### src/rtl/wsts_pkg.sv
// Package for the window sum target search block: sizes, codes and the
// command/status structs shared by the controller and the datapath.
// No dependencies.
`default_nettype none

package wsts_pkg;

  localparam int MAX_LEN   = 1024;
  localparam int ELEM_BITS = 16;
  localparam int IDX_BITS  = $clog2(MAX_LEN);
  localparam int CNT_BITS  = IDX_BITS + 1;
  localparam int SUM_BITS  = 26;
  localparam int ADDR_BITS = 3;
  localparam int DATA_BITS = 32;

  // Register index (byte address divided by four)
  localparam logic REG_TARGET = 1'b0;

  // Result status codes
  localparam logic [1:0] ST_FOUND     = 2'd0;
  localparam logic [1:0] ST_NOT_FOUND = 2'd1;
  localparam logic [1:0] ST_TOO_LONG  = 2'd2;

  typedef enum logic [2:0] {
    S_IDLE  = 3'b001,
    S_CHECK = 3'b010,
    S_WAIT  = 3'b100
  } state_t;

  typedef struct packed {
    logic accept;
    logic pop;
    logic finish;
  } cmd_t;

  typedef struct packed {
    logic pop_needed;
    logic emit_needed;
    logic out_free;
  } sts_t;

endpackage

`default_nettype wire

### src/rtl/wsts_regs.sv
// APB-style configuration register file holding the target sum.
// Depends on wsts_pkg.
`default_nettype none

module wsts_regs
  import wsts_pkg::*;
(
  input  wire logic                 clk,
  input  wire logic                 rst,
  input  wire logic                 psel,
  input  wire logic                 penable,
  input  wire logic                 pwrite,
  input  wire logic [ADDR_BITS-1:0] paddr,
  input  wire logic [DATA_BITS-1:0] pwdata,
  output logic      [DATA_BITS-1:0] prdata,
  output logic                      pready,
  output logic      [SUM_BITS-1:0]  target_sum
);

  logic sel_target;

  assign pready     = 1'b1;
  assign sel_target = (paddr[ADDR_BITS-1:2] == REG_TARGET);

  always_ff @(posedge clk) begin
    if (rst) begin
      target_sum <= '0;
    end else if (psel && penable && pwrite && sel_target) begin
      target_sum <= pwdata[SUM_BITS-1:0];
    end
  end

  always_comb begin
    prdata = '0;
    if (sel_target) begin
      prdata = {{(DATA_BITS-SUM_BITS){1'b0}}, target_sum};
    end
  end

endmodule

`default_nettype wire

### config.mk
export PLATFORM = sky130hd
export DESIGN_NAME = wsts_regs
export DESIGN_NICKNAME = d
export VERILOG_FILES = /design/src/rtl/wsts_pkg.sv /design/src/rtl/wsts_regs.sv
export SDC_FILE = /design/constraint.sdc
export NUM_CORES = 1
export LEC_CHECK = 0
export ABC_CLOCK_PERIOD_IN_PS = 1300
export BUFFER_PORTS_ARGS = -buffer_cell sky130_fd_sc_hd__buf_4
export CAP_MARGIN = 20
export CORE_MARGIN = 2
export CORE_UTILIZATION = 44
export CTS_CLUSTER_SIZE = 14
export DETAILED_ROUTE_END_ITERATION = 16
export HOLD_SLACK_MARGIN = 0.02
export PLACE_DENSITY_LB_ADDON = 0.08
export SYNTH_ARGS = -nofsm -noshare
export SYNTH_HDL_FRONTEND = slang
export SYNTH_SLANG_ARGS = --single-unit
### constraint.sdc
create_clock -name clk -period 1.3 [get_ports clk]
set_input_delay 0.065 -clock clk [delete_from_list [all_inputs] [get_ports clk]]
set_output_delay 0.065 -clock clk [all_outputs]
set_load 0.02 [all_outputs]
==> results of run 1 <==
==> per-layer routing <==
metal  global-route usage  routed length [um]  vias up
met5                    0                   0        -
met3               0.0315                 184        2
met1                0.221                1390      598
met2                0.386                1870       46
met4               0.0652                  14        0
li1                     -                   -      658
==> stage by stage <==
step / instance area [um2] / hold slack, ns / util
2_1_floorplan: 1450 / 0.220 / -
3_3_place_gp: 2030 / 0.334 / 0.658
3_5_place_dp: 2030 / 0.346 / 0.658
4_1_cts: 2290 / 0.0201 / 0.743
5_1_grt: 2300 / 0.0287 / 0.747
6_report: 2300 / 0.0373 / 0.747
==> how the worst max path moves through the flow <==
stage	slack [ns]	to	cells after the start	start
after detailed placement	0.27	target_sum[15]	4	paddr[2]
after global routing	0.13	prdata[9]	2	target_sum[9]
after global placement	0.34	target_sum[21]	4	paddr[2]
final	0.22	prdata[25]	2	target_sum[25]
after floorplan	0.43	prdata[10]	1	target_sum[10]
after CTS	0.20	prdata[23]	2	target_sum[23]
==> Yosys cell counts, drive strengths merged <==
| master | instances | area, um2 |
|---|---|---|
| dfxtp | 26 | 521 |
| conb | 2 | 7.51 |
| and4b | 1 | 10.0 |
| mux2i | 26 | 260 |
| and2b | 6 | 52.6 |
| nor2b | 20 | 125 |
| clkbuf | 7 | 26.3 |
| buf | 10 | 104 |
| nand2b | 52 | 325 |
==> power by group <==
group	leakage (nW)	switching [mW]	internal [mW]
Sequential	0.210	0.0124	0.815
Clock	0.0138	0.230	0.108
Combinational	0.817	0.145	0.201
==> worst max-delay path: stages (launching register included) <==
cell     delay, ns
dfxtp_1       0.35
and2b_2       0.20
buf_4         0.15
==> placed cells by master, fill, tap and decap left out, drive strengths merged <==
master / Yosys / routed
and2b: 6 / 6
nand2b: 52 / 52
and4b: 1 / 1
dfxtp: 26 / 26
nor2b: 20 / 20
conb: 2 / 7
dlygate4sd3: 0 / 25
mux2i: 26 / 26
buf: 10 / 85
clkbuf: 7 / 3
==> kinds of logic (layout without fill, tap and decap cells) <==
family	after synthesis	in the layout	synth area share
simple gates	79	79	0.358
mux	26	26	0.182
flops	26	26	0.364
buf+inv	17	113	0.0909
other cells	2	7	0.00525
==> cell type report <==
class | count | area, um2
clock buffer | 3 | 22.5
fill | 250 | 779
multi-input combinational | 112 | 800
sequential | 26 | 520
tap | 44 | 55.1
timing repair buffer | 110 | 901
==> timing repair <==
action                     in CTS  in global routing
setup endpoints to repair       0                  0
hold buffers                   24                  1
hold endpoints to repair       24                  1
==> results.cfg, run 1 <==
[status]
status = finished clean

[synthesis]
synthCells = 150
seq_area_frac_synth = 0.364
yosys_warnings = 0
synth-seq-cells = 26
synthesis.area_um2 = 1430
synth.avg_cell_area_um2 = 9.54
synth_cell_types = 11

[sta]
period_needed_ns = 1.08
finClkSkew_ns = 0
post-route-period-util = 0.831
hold_violations = 0
fin_setup_tns_ns = 0
drv_slew = 0
clock.fmax_mhz = 925
worst_slack_ns = 0.219
finalSetupViolCount = 0
rsz0062_at_grt = false

[grt]
grt_max_degree = 53
gr-total-overflow = 0
grt_pass1_wl_mm = 5.64
grt_use_total = 0.200
grt_pass1_vias = 1282
antenna_found_initial = 0

[placed_design]
dp_hpwl_mm = 2.31
place_congestion = 0.633
dpl_worst_slack_ns = 0.275
numPortBuffers = 83
placed_cells = 267

[route]
ant_nets = 0
vias_per_cell = 4.42
drt-pass1-iter-count = 2
via_count = 1304
wl_mm = 3.46
drcViolationCount = 0
wl_per_cell_um = 11.7
drtIter0Drc = 25

[power]
peakVddDrop_v = 0.000418
p_total_mw = 1.51
power.leakage_nw = 1.04
powerDensity_nw_per_um2 = 657

[final_layout]
drive_gt1_frac = 0.375
largest_reg_flops = 26
nets = 293
reg_top3 = target_sum x26
diodes = 0
synthToLayoutAreaGrowth_pct = 60.6
layout.cells.non_filler = 295
regMostFlops = target_sum

[worst_setup_path]
r2r_start = target_sum[15]
worstPathMaxFanout = 3
required_ns = 1.24
worstReg2RegEnd = target_sum[15]
cp.arrival_ns = 1.02
r2r_cells = 2
crit_type = reg2out
cp-end-kind = output port
r2r_setup_slack_ns = 0.63
critPathLaunchType = register

[clock_tree]
cts_setup_buffers = 0
post_cts_resized = 0
cts_max_level = 1
cts_tree = built
clock_latency_ns = 0.31
cts_buffer_depth = 2
cts.sinks = 26
cts-root-buf = clkbuf_4
path_clk_slew_ns = 0.13
cts_buffers = 3

[floorplanning]
dieArea_um2 = 3730
rows = 20
start_util = 0.465
die_x_um = 61.0
pin_count = 99
coreArea_um2 = 3080
fp.dieH_um = 61.0

[hold_path]
min_from = pwdata[2]
hp-class = in2reg
hold_end = target_sum[2]
whs_path_depth = 3

[job]
cap_violations = 0
Power figures use the tool's default switching activity.
==> run 2: changes to the inputs <==
--- a/config.mk
+++ b/config.mk
@@ -5,11 +5,12 @@
 export SDC_FILE = /design/constraint.sdc
 export NUM_CORES = 1
 export LEC_CHECK = 0
-export ABC_CLOCK_PERIOD_IN_PS = 1300
+export ABC_AREA = 1
+export ABC_CLOCK_PERIOD_IN_PS = 1000
 export BUFFER_PORTS_ARGS = -buffer_cell sky130_fd_sc_hd__buf_4
 export CAP_MARGIN = 20
 export CORE_MARGIN = 2
-export CORE_UTILIZATION = 44
+export CORE_UTILIZATION = 42
 export CTS_CLUSTER_SIZE = 14
 export DETAILED_ROUTE_END_ITERATION = 16
 export HOLD_SLACK_MARGIN = 0.02
==> constraint.sdc (replaced) <==
create_clock -name clk -period 1 [get_ports clk]
set_input_delay 0.05 -clock clk [delete_from_list [all_inputs] [get_ports clk]]
set_output_delay 0.05 -clock clk [all_outputs]
set_load 0.02 [all_outputs]
==> results.cfg, run 2 <==
[status]
status = complete, but fails checks
violations = negative setup slack

[clock_tree]
cts_tree = built
cts.sinks = 26
cts-root-buf = clkbuf_4
cts_max_level = 1
cts_buffers = 3
path_clk_slew_ns = 0.15
clock_latency_ns = 0.32
cts_buffer_depth = 2

[worst_setup_path]
crit_chain = inv_1 > nor2_1 > buf_4
cp.arrival_ns = 1.00
r2r_setup_slack_ns = 0.06
crit_buf_inv = 2
setup.worst_path.end = prdata[0]
startpoint = target_sum[0]
crit_type = reg2out
required_ns = 0.95
crit_cells = 3
critPathLaunchType = register
worstPathMaxFanout = 3
critical-path-slowest-cell = dfxtp_2
cp-end-kind = output port
slowest_delay_ns = 0.38
worstReg2RegEnd = target_sum[7]
critical_path.top_delay_family = flip-flops
r2r_cells = 5
r2r_start = target_sum[7]

[floorplanning]
coreArea_um2 = 3360
pin_count = 99
rows = 21
dieArea_um2 = 4040
fp.dieH_um = 63.5
die_x_um = 63.5
start_util = 0.443

[synthesis]
ys_async_sr_fraction = 0
yosys.area_share.simple = 0.416
synth_top_area_frac = 0.350
yosys_warnings = 0
synth_area_leaders = dfxtp_1 (35%), nor2_1 (15%), inv_1 (13%)
synth.avg_cell_area_um2 = 6.31
synth-main-ff-cell = dfxtp_1
yosys.area.top_type = dfxtp_1
synth_xor_area_frac = 0
synth_top_family_by_area = simple AND/OR/NAND/NOR gates
synthesis.area_um2 = 1490
yosysMostFrequentCell = nor2_1
synth-edff-count = 0
seq_area_frac_synth = 0.350
synth_commonest_cells = nor2_1 (58), inv_1 (53), dfxtp_1 (26), nand2_1 (26), nand3_1 (26)
synth-compound-area-share = 0
synthCells = 236
synthMuxAreaShare = 0
synth_cell_types = 19
synth-seq-cells = 26
synth_adder_area_share = 0

[placed_design]
place_congestion = 0.705
numPortBuffers = 83
placed_cells = 358
dp_hpwl_mm = 2.50

[sta]
post-route-period-util = 1.05
clock.fmax_mhz = 949
finalSetupViolCount = 11
drv_slew = 0
fin_setup_tns_ns = -0.198
rsz0062_at_grt = true
period_needed_ns = 1.05
worst_slack_ns = -0.0540
finClkSkew_ns = 0
hold_violations = 0

[power]
power.leakage_nw = 1.32
netSwitchingFraction = 0.276
powerDensity_nw_per_um2 = 987
intPower_mw = 1.78
power.switching_mw = 0.677
power_frac_comb = 0.248
p_seq_frac = 0.453
p_total_mw = 2.45
peakVddDrop_v = 0.000533
p_clk_frac = 0.298

[grt]
grt_use_total = 0.186
gr-total-overflow = 0
grt_pass1_vias = 1423
grt_max_degree = 27
grt_pass1_wl_mm = 6.17
antenna_found_initial = 0

[hold_path]
hp-class = in2reg

[final_layout]
drive_gt1_frac = 0.574
final_cell_mix = buf_4 (85), nor2_1 (51), inv_1 (29)
reg_top3 = target_sum x26
largest_reg_flops = 26
diodes = 0
final_common_cell = buf_4
nets = 379
layout.cells.non_filler = 384
synthToLayoutAreaGrowth_pct = 67.0
regMostFlops = target_sum

[route]
drtIter0Drc = 37
ant_nets = 0
drcViolationCount = 0
wl_mm = 3.88
wl_per_cell_um = 10.1
via_count = 1597
vias_per_cell = 4.16
drt-pass1-iter-count = 4

[job]
cap_violations = 0
run 2: changes by cell type after synthesis, moves of 2 or more:
cell and delta:
and2b_2 -6, buf_12 -2, buf_2 +2, buf_4 +2, clkbuf_1 -3, inv_1 +53
mux2i_1 -26, nand2_1 +26, nand2b_1 -52, nand3_1 +26, nor2_1 +58, nor2_2 +20
nor2b_1 -20
run 2: cells by family after synthesis:
logic type / count (synthesis)
AND/OR/NAND/NOR: 134
buffers and inverters: 74
flip-flops: 26
other: 2
run 2: tightest hold or removal path, cell delays in order:
cell,delay (ns)
buf_4,0.07
inv_1,0.03
nand3_1,0.06
nand2_1,0.04
nor2_1,0.07
run 2: area by class of cell:
class	instances	area [um2]
clock inverters	1	30.0
well taps	46	57.6
repair buffers	111	943
flip-flops and latches	26	553
inverters	56	211
fillers	295	877
multi-input cells	141	668
clock buffers	3	22.5
run 2: what timing repair did:
item,CTS,global route
setup endpoints to repair,26,28
hold endpoints to repair,4,0
buffers inserted,11,7
pin swaps,2,9
hold buffers,4,0
gates resized for setup,28,50
run 2: worst min-delay path by stage:
stage,from,to,slack [ns],cells after the start
2_1_floorplan,pwdata[20],target_sum[20],0.27,4
3_3_place_gp,pwdata[18],target_sum[18],0.36,5
3_5_place_dp,pwdata[10],target_sum[10],0.37,5
4_1_cts,pwdata[5],target_sum[5],0.02,5
5_1_grt,pwdata[0],target_sum[0],0.03,5
6_report,pwdata[13],target_sum[13],0.02,5
run 2: power by group through the flow:
stage / logic (mW) / clock network [mW] / registers [mW]
global placement: 0.524 / 0 / 1.12
floorplan: 0.287 / 0 / 1.17
global route: 0.670 / 0.809 / 1.12
finish: 0.609 / 0.732 / 1.11
CTS: 0.570 / 0.750 / 1.11
detailed placement: 0.529 / 0 / 1.12
run 2: layer usage:
layer	track usage	wire length [um]	vias up
li1	-	-	857
met1	0.218	1600	687
met2	0.349	2060	51
met3	0.0250	192	2
met4	0.0489	27	0
met5	0	0	-
run 2: stage by stage:
stage / instance area (um2) / hold slack, ns / utilization / setup WS [ns]
6_report: 2490 / 0.0226 / 0.739 / -0.0540
5_1_grt: 2490 / 0.0254 / 0.739 / -0.133
4_1_cts: 2340 / 0.0209 / 0.696 / -0.0208
3_5_place_dp: 2130 / 0.368 / 0.633 / 0.0182
3_3_place_gp: 2130 / 0.359 / 0.633 / 0.0402
2_1_floorplan: 1510 / 0.269 / - / 0.152
==> run 3: changes to the inputs <==
--- a/config.mk
+++ b/config.mk
@@ -5,16 +5,17 @@
 export SDC_FILE = /design/constraint.sdc
 export NUM_CORES = 1
 export LEC_CHECK = 0
-export ABC_AREA = 1
+export ABC_AREA = 0
 export ABC_CLOCK_PERIOD_IN_PS = 1000
 export BUFFER_PORTS_ARGS = -buffer_cell sky130_fd_sc_hd__buf_4
 export CAP_MARGIN = 20
 export CORE_MARGIN = 2
-export CORE_UTILIZATION = 42
+export CORE_UTILIZATION = 41
 export CTS_CLUSTER_SIZE = 14
 export DETAILED_ROUTE_END_ITERATION = 16
 export HOLD_SLACK_MARGIN = 0.02
 export PLACE_DENSITY_LB_ADDON = 0.08
+export SLEW_MARGIN = 10
 export SYNTH_ARGS = -nofsm -noshare
 export SYNTH_HDL_FRONTEND = slang
 export SYNTH_SLANG_ARGS = --single-unit
==> results.cfg, run 3 (synthesis gave the netlist of run 1 again) <==
[power]
powerDensity_nw_per_um2 = 783
power.leakage_nw = 1.21
p_total_mw = 2.15
peakVddDrop_v = 0.000673

[route]
wl_mm = 4.29
via_count = 1395
drcViolationCount = 0
drt-pass1-iter-count = 4
vias_per_cell = 4.37
ant_nets = 0
wl_per_cell_um = 13.5
drtIter0Drc = 64

[worst_setup_path]
worstReg2RegEnd = target_sum[9]
r2r_cells = 3
crit_chain = nor2b_1 > buf_4
r2r_start = target_sum[9]
slowest_delay_ns = 0.37
r2r_setup_slack_ns = 0.19
cp.arrival_ns = 0.99
crit_type = reg2out
required_ns = 0.95
worstPathMaxFanout = 3
critPathLaunchType = register
crit_buf_inv = 1
cp-end-kind = output port
critical_path.top_delay_family = flip-flops
critical-path-slowest-cell = dfxtp_2

[final_layout]
nets = 314
regMostFlops = target_sum
regArea_um2 = 553
drive_gt1_frac = 0.564
synthToLayoutAreaGrowth_pct = 92.0
multiInputGateArea_um2 = 897
reg_top3 = target_sum x26
final_cell_mix = buf_4 (66), nand2b_1 (52), buf_6 (38)
finish.utilization = 0.823
diodes = 0
final_common_cell = buf_4
nFillCells = 213
largest_reg_flops = 26

[grt]
grt_pass1_wl_mm = 6.08
use_met2 = 0.371
grt_max_degree = 53
grt_pass1_vias = 1388
grt_use_total = 0.189
top_usage_layer = met2
gr-total-overflow = 0
met1_usage = 0.209
met3_usage = 0.0304
antenna_found_initial = 0

[sta]
period_needed_ns = 1.04
post-route-period-util = 1.04
rsz0062_at_grt = true
clock.fmax_mhz = 957
hold_violations = 0
relSlewSlack = 0.666
worst_slack_ns = -0.0445
finClkSkew_ns = 0
drv_slew = 0
fin_hold_ws_ns = 0.276
worst_pin_slew_ns = 0.502
finalSetupViolCount = 18

[status]
status = complete, but fails checks
violations = negative setup slack

[floorplanning]
dieArea_um2 = 3980
coreArea_um2 = 3340
pin_count = 99
start_util = 0.429
rows = 21
die_x_um = 63.1
fp.dieH_um = 63.1

[hold_path]
min_from = rst
whs_path_depth = 3
hold_end = target_sum[5]
hp-class = in2reg

[placed_design]
place_congestion = 0.668
dpl_worst_slack_ns = 0.0140
numPortBuffers = 83

[clock_tree]
cts_buffer_depth = 2
path_clk_slew_ns = 0.15
cts-root-buf = clkbuf_4
cts.sinks = 26
clock_latency_ns = 0.31
cts_buffers = 3
cts_max_level = 1
cts_tree = built

[job]
cap_violations = 0
==> run 3: cell count changes in the layout (fill, tap and decap cells not counted), sizes merged, moves of 20 or more <==
cell         delta
mux2i          +26
nand2b         +52
nor2b          +20
inv            -54
nand2          -28
dlygate4sd3    +22
nor2           -80
nand3          -26
==> run 3: repair_timing <==
action | in CTS | in global routing
gates resized for setup | 38 | 45
hold endpoints to repair | 26 | 0
buffers inserted | 8 | 12
endpoints found under the setup margin | 26 | 34
hold buffers | 26 | 0
gates cloned | 0 | 0
==> run 3: worst max-delay path by stage <==
| stage | from | end | slack (ns) | depth (start not counted) |
|---|---|---|---|---|
| 6_report | target_sum[15] | prdata[15] | -0.04 | 2 |
| 2_1_floorplan | target_sum[10] | prdata[10] | 0.14 | 1 |
| 3_3_place_gp | paddr[2] | target_sum[8] | 0.06 | 4 |
| 4_1_cts | target_sum[25] | prdata[25] | -0.04 | 2 |
| 5_1_grt | target_sum[15] | prdata[15] | -0.09 | 2 |
| 3_5_place_dp | paddr[2] | target_sum[23] | 0.01 | 4 |
==> run 3: layout make-up <==
cell class	count	share of cell area
Timing Repair Buffer	131	0.438
Multi-Input combinational cell	112	0.327
Sequential cell	26	0.201
Tap cell	46	0.0209
Clock buffer	4	0.0132
==> run 3: worst reg2reg max path, delay by kind of cell (launching register included) <==
| kind | cells | cell delay, ns |
|---|---|---|
| flops | 1 | 0.37 |
| mux | 1 | 0.19 |
| buf+inv | 1 | 0.11 |
| simple gates | 1 | 0.07 |
==> run 3: power by group <==
part           internal [mW]  switching (mW)  total [mW]
registers               1.06          0.0152        1.08
logic                  0.308           0.223       0.531
clock network          0.222           0.321       0.544
total                   1.59           0.559        2.15
==> run 3: metal layers <==
layer / vias up / share of wire / wire length (um)
li1: 703 / - / -
met1: 641 / 0.36 / 1550
met2: 47 / 0.59 / 2510
met3: 4 / 0.047 / 200
met4: 0 / 0.0058 / 25
met5: - / 0 / 0
==> run 3: metrics by stage <==
stage	instances	setup TNS (ns)	instance area [um2]
after floorplan	155	0	1450
after global placement	269	0	2030
after detailed placement	269	0	2030
after CTS	307	-0.477	2470
after global routing	319	-1.46	2750
final	319	-0.353	2750
