### src/rtl/wsts_pkg.sv
// Package for the window sum target search block: sizes, codes and the
// command/status structs shared by the controller and the datapath.
// No dependencies.
`default_nettype none

package wsts_pkg;

  localparam int MAX_LEN   = 1024;
  localparam int ELEM_BITS = 16;
  localparam int IDX_BITS  = $clog2(MAX_LEN);
  localparam int CNT_BITS  = IDX_BITS + 1;
  localparam int SUM_BITS  = 26;
  localparam int ADDR_BITS = 3;
  localparam int DATA_BITS = 32;

  // Register index (byte address divided by four)
  localparam logic REG_TARGET = 1'b0;

  // Result status codes
  localparam logic [1:0] ST_FOUND     = 2'd0;
  localparam logic [1:0] ST_NOT_FOUND = 2'd1;
  localparam logic [1:0] ST_TOO_LONG  = 2'd2;

  typedef enum logic [2:0] {
    S_IDLE  = 3'b001,
    S_CHECK = 3'b010,
    S_WAIT  = 3'b100
  } state_t;

  typedef struct packed {
    logic accept;
    logic pop;
    logic finish;
  } cmd_t;

  typedef struct packed {
    logic pop_needed;
    logic emit_needed;
    logic out_free;
  } sts_t;

endpackage

`default_nettype wire

### src/rtl/wsts_ctrl.sv
// Controller state machine: accepts an element, steps the window shrink loop,
// then retires the item. Depends on wsts_pkg.
`default_nettype none

module wsts_ctrl
  import wsts_pkg::*;
(
  input  wire logic clk,
  input  wire logic rst,
  input  wire logic in_valid,
  output logic      in_ready,
  input  wire sts_t sts,
  output cmd_t      cmd
);

  state_t state, state_next;

  always_ff @(posedge clk) begin
    if (rst) begin
      state <= S_IDLE;
    end else begin
      state <= state_next;
    end
  end

  always_comb begin
    state_next = state;
    cmd        = '0;
    in_ready   = (state == S_IDLE);
    case (state)
      S_IDLE: begin
        if (in_valid) begin
          cmd.accept = 1'b1;
          state_next = S_CHECK;
        end
      end
      S_CHECK: begin
        if (sts.pop_needed) begin
          cmd.pop    = 1'b1;
          state_next = S_WAIT;
        end else if (!sts.emit_needed || sts.out_free) begin
          cmd.finish = 1'b1;
          state_next = S_IDLE;
        end
      end
      // let the store read catch up with the advanced window start
      S_WAIT: begin
        state_next = S_CHECK;
      end
      default: begin
        state_next = S_IDLE;
      end
    endcase
  end

endmodule

`default_nettype wire

### config.mk
export PLATFORM = sky130hd
export DESIGN_NAME = wsts_ctrl
export DESIGN_NICKNAME = d
export VERILOG_FILES = /design/src/rtl/wsts_pkg.sv /design/src/rtl/wsts_ctrl.sv
export SDC_FILE = /design/constraint.sdc
export NUM_CORES = 1
export LEC_CHECK = 0
export ABC_AREA = 1
export BUFFER_PORTS_ARGS = -buffer_cell sky130_fd_sc_hd__buf_2
export CAP_MARGIN = 20
export CORE_AREA = 10 10 47 49
export CTS_BUF_LIST = sky130_fd_sc_hd__clkbuf_16
export DETAILED_ROUTE_END_ITERATION = 6
export DIE_AREA = 0 0 57 59
export PLACE_DENSITY = 0.41
export SLEW_MARGIN = 20
export SYNTH_ARGS = -nofsm -noshare
export SYNTH_HDL_FRONTEND = slang
export SYNTH_SLANG_ARGS = --single-unit
### constraint.sdc
create_clock -name clk -period 0.8 [get_ports clk]
set_input_delay 0.16 -clock clk [delete_from_list [all_inputs] [get_ports clk]]
set_output_delay 0.16 -clock clk [all_outputs]
set_load 0.03 [all_outputs]
==> reports/results.ini, run 1 <==
[power]
p_leak_uw=0.000212
intPower_uw=960
p_sw_uw=373
powerDensity_mw_per_mm2=3180
clkPwrFrac_pct=58.9
swShare_pct=28.0
pwr-share-seq_pct=15.1
ir_drop_v=0.00121
p_comb_share_pct=26.1

[route]
vias_per_cell=3.58
wl_per_cell_microns=8.83
routed_wl_microns=583
drc_errors=0
first_pass_iters=4
vias=236
initialDrtViolationCount=2
drtAntennaViolNets=0

[placed_design]
port-buffer-count=9
gp_congestion=0.651
place_inst=62
hpwl_microns=464

[logic_synthesis]
ys_ff_latch=3
synth_top_area_cell=dfxtp_1
netlist.area_leader.share_pct=27.7
yosysWarnings=0
syn_nets=41
avgSynthCellArea_sq_um=6.18
syn-cell-area_sq_um=216
synth.yosys.seq_area_share_pct=27.7
ys_types=14
synthCells=35
netlist_top_cells_area=dfxtp_1, inv_1, nor2_1, nand3_1, nand2_1

[grt]
track_usage_pct=3.72
grt_first_pass_wirelength_microns=938
grt_max_degree=6
grt_pass1_vias=235
antenna_found_initial=0
grt.overflow.total=0

[sta]
skew_ns=0.00103
setup_slack_ns=-0.419
setup_viol=7
drv_slew=0
period_minus_slack_ns=1.22
timing.hold.ws_ns=0.117
rsz0062_at_grt=yes
fmax_mhz=820
hold_viol=0
worstMarginPinSlew_ns=0.169
finalCritPeriodShare_pct=152
max_slew_margin_pct=88.7

[layout]
largest_reg_flops=3
register_area_sq_um=63.8
layout.cells.non_filler=66
final_util_pct=29.9
areaGrowthSynthToFinish_pct=93.6
diodes=0
layout-drive-gt1-share_pct=64.0
fin_nets=57
top_regs=state (3)
multi_input_area_sq_um=138
fill_cells=166
largest-register=state

[floorplan]
die_w_microns=57
start_util_pct=15.4
rows=14
core_area_sq_mm=0.00140
pin_count=10
die_h_microns=59
dieArea_sq_mm=0.00336

[status]
failed_checks=setup timing
status=complete, but fails checks

[cts]
clk_pin_slew_ns=0.03
h-tree-depth=1
cts.sinks=3
cts_tree=built
clockBufferDepth=2
cts_buffers=3
cts_root_buf=clkbuf_16
clk_latency_ns=0.22

[critical_path]
required_ns=0.64
crit_path_end_kind=output port
crit_arrival_ns=1.06
startpoint_type=flip-flop
crit_fanout=5
critical_path_class=flip-flop to output port

[run]
max_cap_viol_count=0

[worst_hold_path]
hold_class=primary input to flip-flop

critical path, stage by stage, from the launching register on:
cell and delay (ns):
dfxtp_2 0.33, nor2_2 0.11, nand2_2 0.12, nor2_4 0.12
buf_4 0.15
synthesized netlist by cell type, drive strengths merged:
cell type   n
nor3        1
nand3       4
a21oi       1
nand2       6
nor2        8
nand4       1
dfxtp       3
inv        10
buf         1
routing by layer:
| metal | vias to the layer above | track usage, % | wire length (microns) |
|---|---|---|---|
| li1 | 131 | - | - |
| met1 | 94 | 3.57 | 242 |
| met2 | 9 | 4.50 | 237 |
| met3 | 2 | 3.86 | 92 |
| met4 | 0 | 3.02 | 10 |
| met5 | - | 0 | 0 |
final cells by class:
type,instances,share of cell area (%)
Clock buffer,3,17.9
Sequential cell,3,15.2
Multi-Input combinational cell,21,32.8
Tap cell,16,4.78
Timing Repair Buffer,12,19.4
Inverter,10,8.96
Clock inverter,1,0.896
per-stage QoR:
step	setup TNS [ns]	power, uW	setup WS (ns)	area (sq um)
after CTS	-1.92	1360	-0.433	414
after global placement	-1.09	525	-0.231	318
final	-1.81	1330	-0.419	419
after floorplan	-0.517	443	-0.131	238
after global routing	-2.19	1400	-0.470	419
after detailed placement	-1.11	525	-0.245	318
cell usage in the layout (no fill, tap or decap):
cell type,Yosys,final
nor3_2,0,1
buf_6,0,1
nor2_2,2,2
nand3_2,1,1
buf_4,1,6
dfxtp_2,0,3
nand2_1,4,3
clkbuf_16,0,3
nor2_4,1,2
inv_2,1,4
a21oi_4,0,1
inv_1,9,7
nand3_1,3,3
nand4_1,1,1
buf_2,0,5
nand2_2,2,3
nor2_1,5,4
power by group through the flow:
stage / registers, uW / clock network (uW) / logic (uW)
after global placement: 201 / 0 / 324
after detailed placement: 201 / 0 / 324
final: 201 / 785 / 347
after global routing: 205 / 821 / 378
after CTS: 202 / 803 / 351
after floorplan: 197 / 0 / 245
kinds of logic (layout without fill, tap and decap cells):
kind of cell    count (synthesis)  in the layout  share of synthesized area (%)
compound gates                  1              1                           2.31
buf+inv                        11             26                           20.8
flops                           3              3                           27.7
simple gates                   20             20                           49.1
final timing paths:
path                                            start  slack, ns                     to  cells past startpoint
worst min register to register  state[1]$_SDFFE_PP0P_       0.62  state[2]$_SDFFE_PP0P_                      3
worst max-delay path            state[1]$_SDFFE_PP0P_      -0.42                 cmd[2]                      4
worst max register to register  state[1]$_SDFFE_PP0P_      -0.14  state[0]$_SDFFE_PP1P_                      6
worst min-delay path                              rst       0.12  state[2]$_SDFFE_PP0P_                      2
repair_timing:
item                       CTS  global route
buffers inserted             2             0
gates cloned                 0             0
gates resized for setup      7             1
hold endpoints to repair     0             0
hold buffers                 0             0
setup endpoints to repair    7             7
pin swaps                    3             0
Note: power is estimated with default switching activity, not from simulation.
==> inputs of run 2 (changes only) <==
--- a/config.mk
+++ b/config.mk
@@ -12,7 +12,7 @@
 export CTS_BUF_LIST = sky130_fd_sc_hd__clkbuf_16
 export DETAILED_ROUTE_END_ITERATION = 6
 export DIE_AREA = 0 0 57 59
-export PLACE_DENSITY = 0.41
+export PLACE_DENSITY = 0.4
 export SLEW_MARGIN = 20
 export SYNTH_ARGS = -nofsm -noshare
 export SYNTH_HDL_FRONTEND = slang
==> constraint.sdc (replaced) <==
create_clock -name clk -period 1.4 [get_ports clk]
set_input_delay 0.28 -clock clk [delete_from_list [all_inputs] [get_ports clk]]
set_output_delay 0.28 -clock clk [all_outputs]
set_load 0.03 [all_outputs]
==> run 2 against run 1 <==
Compared with the run above:
- critical path depth unchanged
- sequential power decreased by 43%
- the flow now finishes without violations
- clock power shrank 43%
- clock-buffer cell count is the same
- final cell count down 4.5%
- combinational power fell by 54%
- worst setup slack improved by 0.48 ns
- worst hold slack improved by 0.12 ns
- core utilization down 3.9 points
- die area unchanged
- routed wire length is 7.5% lower
==> reports/results.ini, run 2 (synthesis results as in run 1) <==
[status]
status=complete, no violations  ; was complete, but fails checks

[layout]
diodes=0  ; unchanged
register_area_sq_um=61.3  ; was 63.8 sq um
finalInstanceArea_sq_um=364  ; was 419 sq um
top_regs=state (3)  ; unchanged
fin_nets=54  ; was 57
final_cell_mix=inv_1, buf_2, nor2_1  ; was inv_1, buf_4, buf_2
largest_reg_flops=3  ; unchanged
areaGrowthSynthToFinish_pct=68.2  ; was 93.6%
layout-drive-gt1-share_pct=48.9  ; was 64.0%
largest-register=state  ; unchanged
multi_input_area_sq_um=115  ; was 138 sq um
layout.cells.non_filler=63  ; was 66
fill_cells=169  ; was 166

[cts]
clockBufferDepth=2  ; unchanged
clk_pin_slew_ns=0.03  ; about the same
cts.sinks=3  ; unchanged
cts_tree=built  ; unchanged
clk_latency_ns=0.22  ; about the same
h-tree-depth=1  ; unchanged
cts_buffers=3  ; unchanged
postCtsHoldBufs=0  ; unchanged
cts_root_buf=clkbuf_16  ; unchanged

[sta]
skew_ns=0.00374  ; was 0.00103 ns
period_minus_slack_ns=1.34
fin_tns_setup_ns=0  ; was -1.81 ns
worstMarginPinSlew_ns=0.150  ; was 0.169 ns
max_slew_margin_pct=89.9  ; was 88.7%
drv_slew=0  ; unchanged
hold_viol=0  ; unchanged
rsz0062_at_grt=no  ; was yes
setup_viol=0  ; was 7
finalCritPeriodShare_pct=95.7
setup_slack_ns=0.0606  ; was -0.419 ns
fmax_mhz=747

[critical_path]
r2r_cells=6  ; unchanged
rr_startpoint=state[2]$_SDFFE_PP0P_  ; was state[1]$_SDFFE_PP0P_
critical_path.max_stage_delay_ns=0.32  ; was 0.33 ns
critical_path_class=flip-flop to output port  ; unchanged
rrSetupSlack_ns=0.49  ; was -0.14 ns
crit_arrival_ns=1.06  ; about the same
startpoint_type=flip-flop  ; unchanged
crit_chain=nor2_2 > nand2_2 > nor2_1 > buf_2  ; was nor2_2 > nand2_2 > nor2_4 > buf_4
required_ns=1.12  ; was 0.64 ns
crit_fanout=5  ; unchanged
slowest_stage=dfxtp_1  ; was dfxtp_2
r2r-end=state[0]$_SDFFE_PP1P_  ; unchanged
crit_path_end_kind=output port  ; unchanged

[placed_design]
post_dp_cell_area_sq_um=274  ; was 318 sq um
gp_congestion=0.657  ; was 0.651
hpwl_microns=448  ; was 464 microns
port-buffer-count=9  ; unchanged
pre_cts_ws_ns=0.166  ; was -0.245 ns
place_inst=59  ; was 62

[route]
vias_per_cell=3.46  ; was 3.58
first_pass_iters=3  ; was 4
vias=218  ; was 236
initialDrtViolationCount=2  ; unchanged
drc_errors=0  ; unchanged
drtAntennaViolNets=0  ; unchanged
routed_wl_microns=539  ; was 583 microns
wl_per_cell_microns=8.56  ; was 8.83 microns

[grt]
track_usage_pct=3.62  ; was 3.72%
grt_use_met1_pct=3.19  ; was 3.57%
use_met2_pct=5.12  ; was 4.50%
use_met3_pct=3.22  ; was 3.86%
grt.overflow.total=0  ; unchanged
antenna_found_initial=0  ; unchanged
top_usage_layer=met2  ; unchanged
grt_first_pass_wirelength_microns=883  ; was 938 microns
grt_pass1_vias=212  ; was 235
grt_max_degree=6  ; unchanged

[power]
p_leak_uw=0.000195  ; was 0.000212 uW
ir_drop_v=0.00102  ; was 0.00121 V
powerDensity_mw_per_mm2=1980  ; was 3180 mW/mm^2

[floorplan]
rows=14  ; unchanged
die_h_microns=59  ; unchanged
die_w_microns=57  ; unchanged
dieArea_sq_mm=0.00336  ; unchanged
pin_count=10  ; unchanged
core_area_sq_mm=0.00140  ; unchanged
start_util_pct=15.4  ; unchanged

[worst_hold_path]
hold_class=primary input to flip-flop  ; unchanged
min_to=state[2]$_SDFFE_PP0P_  ; unchanged
hold_start=rst  ; unchanged
hold_depth=2  ; unchanged

[run]
max_cap_viol_count=0  ; unchanged

==> run 2: cell count changes in the layout (fill, tap and decap cells not counted), moves of 2 or more <==
| cell | before | now |
|---|---|---|
| dfxtp_1 | 0 | 2 |
| buf_4 | 6 | 0 |
| buf_2 | 5 | 8 |
| dfxtp_2 | 3 | 1 |
==> run 2: repair_timing <==
action                     in CTS  in global routing
resized for setup               1                  5
setup endpoints to repair       1                  2
pin swaps                       0                  1
setup buffers                   0                  0
==> run 2: report_power, final <==
part | total [uW] | leakage [uW] | switching [uW] | internal, uW
registers | 114 | 0.0000250 | 13.2 | 101
clock network | 445 | 0.0000423 | 76.8 | 368
logic | 161 | 0.000127 | 107 | 53.8
==> run 2: routing by layer <==
layer | routed length, microns | part of all wire (%)
met1 | 240 | 45
met2 | 270 | 50
met3 | 27 | 5.0
met4 | 0 | 0
met5 | 0 | 0
==> run 2: worst max-delay path, delay by kind of cell (launching register included) <==
family | cells | cell delay, ns
buffers and inverters | 1 | 0.20
flip-flops | 1 | 0.32
AND/OR/NAND/NOR | 3 | 0.31
==> run 2: area by class of cell <==
class	instances	share of cell area, %
clock buffer	3	20.6
clock inverter	1	1.03
inverter	10	10.3
multi-input combinational	21	31.6
sequential	3	16.8
tap	16	5.50
timing repair buffer	9	14.1
==> run 2: worst max-delay path by stage <==
| stage | start | end | slack, ns | depth (start not counted) |
|---|---|---|---|---|
| after floorplan | state[1]$_SDFFE_PP0P_ | cmd[0] | 0.13 | 2 |
| after global placement | sts[2] | cmd[0] | 0.19 | 5 |
| after detailed placement | sts[2] | cmd[0] | 0.17 | 5 |
| after CTS | state[1]$_SDFFE_PP0P_ | cmd[0] | 0.02 | 3 |
| after global routing | state[2]$_SDFFE_PP0P_ | cmd[0] | 0.01 | 4 |
| final | state[2]$_SDFFE_PP0P_ | cmd[2] | 0.06 | 4 |
==> run 2: stage by stage <==
| stage | util [%] | total power, uW | hold WS (ns) |
|---|---|---|---|
| final | 26.0 | 720 | 0.241 |
| after global routing | 26.0 | 766 | 0.264 |
| after CTS | 25.4 | 727 | 0.244 |
| after detailed placement | 19.6 | 274 | 0.478 |
| after global placement | 19.6 | 276 | 0.487 |
| after floorplan | - | 235 | 0.357 |
==> inputs of run 3 (changes only) <==
==> constraint.sdc (replaced) <==
create_clock -name clk -period 1.4 [get_ports clk]
set_input_delay 0.42 -clock clk [delete_from_list [all_inputs] [get_ports clk]]
set_output_delay 0.42 -clock clk [all_outputs]
set_load 0.03 [all_outputs]
==> run 3 against run 2 <==
Compared with the run above:
- the run now ends with setup timing left
- largest cell class unchanged
- sequential share of layout area fell by 1.8 points
- worst setup slack got worse by 0.096 ns
- largest power group unchanged
- highest routed layer is now met4
- routed wire length up 13%
- non-clock buffer count is 6 higher
- via count rose by 18%
- core utilization grew 4.4 points
- critical path depth did not move
- critical path type unchanged
- first-iteration DRC count up 50%
- combinational power grew 32%
- final area is 17% higher
- final cell count is 9.5% higher
==> reports/results.ini, run 3 (synthesis results as in run 1) <==
[critical_path]
crit_arrival_ns=1.02  ; was 1.06 ns
r2r_cells=9  ; was 6
crit_path_end_kind=output port  ; unchanged
crit_fanout=3  ; was 5
rrSetupSlack_ns=0.17  ; was 0.49 ns
required_ns=0.98  ; was 1.12 ns
r2r-end=state[0]$_SDFFE_PP1P_  ; unchanged
critical_path_class=flip-flop to output port  ; unchanged
rr_startpoint=state[0]$_SDFFE_PP1P_  ; was state[2]$_SDFFE_PP0P_
startpoint_type=flip-flop  ; unchanged

[power]
power_uw=770  ; was 720 uW
powerDensity_mw_per_mm2=1810  ; was 1980 mW/mm^2
p_leak_uw=0.000224  ; was 0.000195 uW
ir_drop_v=0.00111  ; was 0.00102 V

[cts]
clk_latency_ns=0.22  ; about the same
cts_tree=built  ; unchanged
cts_buffers=3  ; unchanged
clockBufferDepth=2  ; unchanged
cts_root_buf=clkbuf_16  ; unchanged
cts.sinks=3  ; unchanged
h-tree-depth=1  ; unchanged
clk_pin_slew_ns=0.03  ; about the same

[sta]
max_slew_margin_pct=91.6  ; was 89.9%
skew_ns=0.000748  ; was 0.00374 ns
period_minus_slack_ns=1.44  ; was 1.34 ns
finalCritPeriodShare_pct=103  ; was 95.7%
fmax_mhz=697  ; was 747 MHz
drv_slew=0  ; unchanged
timing.hold.ws_ns=0.364  ; was 0.241 ns
rsz0062_at_grt=yes  ; was no
setup_slack_ns=-0.0356  ; was 0.0606 ns
hold_viol=0  ; unchanged
setup_viol=3  ; was 0
worstMarginPinSlew_ns=0.125  ; was 0.150 ns

[grt]
track_usage_pct=4.48  ; was 3.62%
antenna_found_initial=0  ; unchanged
grt_first_pass_wirelength_microns=1150  ; was 883 microns
grt.overflow.total=0  ; unchanged
grt_max_degree=5  ; was 6
grt_pass1_vias=299  ; was 212

[layout]
fill_cells=170  ; was 169
top_regs=state (3)  ; unchanged
layout-drive-gt1-share_pct=60.4  ; was 48.9%
final_cell_mix=inv_1, buf_4, nor2_1, buf_2  ; was inv_1, buf_2, nor2_1
fin_nets=60  ; was 54
register_area_sq_um=63.8  ; was 61.3 sq um
largest-register=state  ; unchanged
areaGrowthSynthToFinish_pct=96.5  ; was 68.2%
multi_input_area_sq_um=118  ; was 115 sq um
largest_reg_flops=3  ; unchanged
diodes=0  ; unchanged
finalInstanceArea_sq_um=425  ; was 364 sq um

[worst_hold_path]
hold_start=rst  ; unchanged
min_to=state[2]$_SDFFE_PP0P_  ; unchanged
hold_depth=2  ; unchanged
hold_class=primary input to flip-flop  ; unchanged

[route]
drc_errors=0  ; unchanged
routed_wl_microns=611  ; was 539 microns
vias=258  ; was 218
initialDrtViolationCount=3  ; was 2
drtAntennaViolNets=0  ; unchanged
first_pass_iters=2  ; was 3
wl_per_cell_microns=8.86  ; was 8.56 microns
vias_per_cell=3.74  ; was 3.46

[floorplan]
rows=14  ; unchanged
die_w_microns=57  ; unchanged
dieArea_sq_mm=0.00336  ; unchanged
die_h_microns=59  ; unchanged
pin_count=10  ; unchanged
core_area_sq_mm=0.00140  ; unchanged
start_util_pct=15.4  ; unchanged

[placed_design]
pre_cts_ws_ns=-0.0551  ; was 0.166 ns
gp_congestion=0.695  ; was 0.657
post_dp_cell_area_sq_um=285  ; was 274 sq um
port-buffer-count=9  ; unchanged
hpwl_microns=456  ; was 448 microns

[run]
max_cap_viol_count=0  ; unchanged

[status]
status=complete, but fails checks  ; was complete, no violations
failed_checks=setup timing

[run 3: changes by cell type in the layout (fill, tap and decap cells not counted), sizes merged]
cell	before	now
buf	9	15
[run 3: area by class of cell]
type | count | area share [%]
inverters | 10 | 8.82
well taps | 16 | 4.71
clock buffers | 3 | 17.6
multi-input cells | 21 | 27.6
repair buffers | 15 | 25.3
clock inverters | 1 | 0.882
flip-flops and latches | 3 | 15.0
[run 3: metrics by stage]
stage | setup TNS [ns] | utilization [%] | std cells
after detailed placement | -0.0551 | 20.4 | 60
final | -0.0750 | 30.4 | 69
after CTS | -0.0882 | 30.3 | 70
after global routing | -0.314 | 30.4 | 69
after floorplan | 0 | - | 35
after global placement | -0.0686 | 20.4 | 60
[run 3: critical path, cell delays in order, from the launching register on]
cell,delay (ns)
dfxtp_2,0.32
inv_2,0.07
nand4_1,0.13
a21oi_2,0.14
buf_6,0.14
[run 3: what timing repair did]
| item | in CTS | in global routing |
|---|---|---|
| pin swaps | 3 | 3 |
| setup endpoints to repair | 4 | 5 |
| buffers inserted | 6 | 0 |
| hold buffers | 0 | 0 |
| endpoints found under the hold margin | 0 | 0 |
| resized for setup | 9 | 4 |
[run 3: worst max-delay path by stage]
stage | from | to | slack, ns | depth (start not counted)
after global placement | sts[2] | cmd[0] | -0.07 | 5
after CTS | state[2]$_SDFFE_PP0P_ | cmd[0] | -0.04 | 4
after floorplan | sts[2] | cmd[0] | 0.04 | 3
after detailed placement | sts[2] | cmd[0] | -0.06 | 5
final | state[0]$_SDFFE_PP1P_ | cmd[0] | -0.04 | 4
after global routing | state[1]$_SDFFE_PP0P_ | cmd[2] | -0.11 | 4
[run 3: metal layers]
metal / vias up / track usage, % / share of wire, %
met3: 3 / 2.58 / 3.9
met4: 0 / 5.03 / 3.6
li1: 137 / - / -
met1: 113 / 3.42 / 35
met5: - / 0 / 0
met2: 5 / 7.44 / 57
[run 3: power by group]
group | switching [uW] | total, uW | leakage [uW] | internal, uW
registers | 12.7 | 115 | 0.0000253 | 102
logic | 120 | 212 | 0.000156 | 92.5
clock network | 75.0 | 443 | 0.0000423 | 368
total | 207 | 770 | 0.000224 | 562
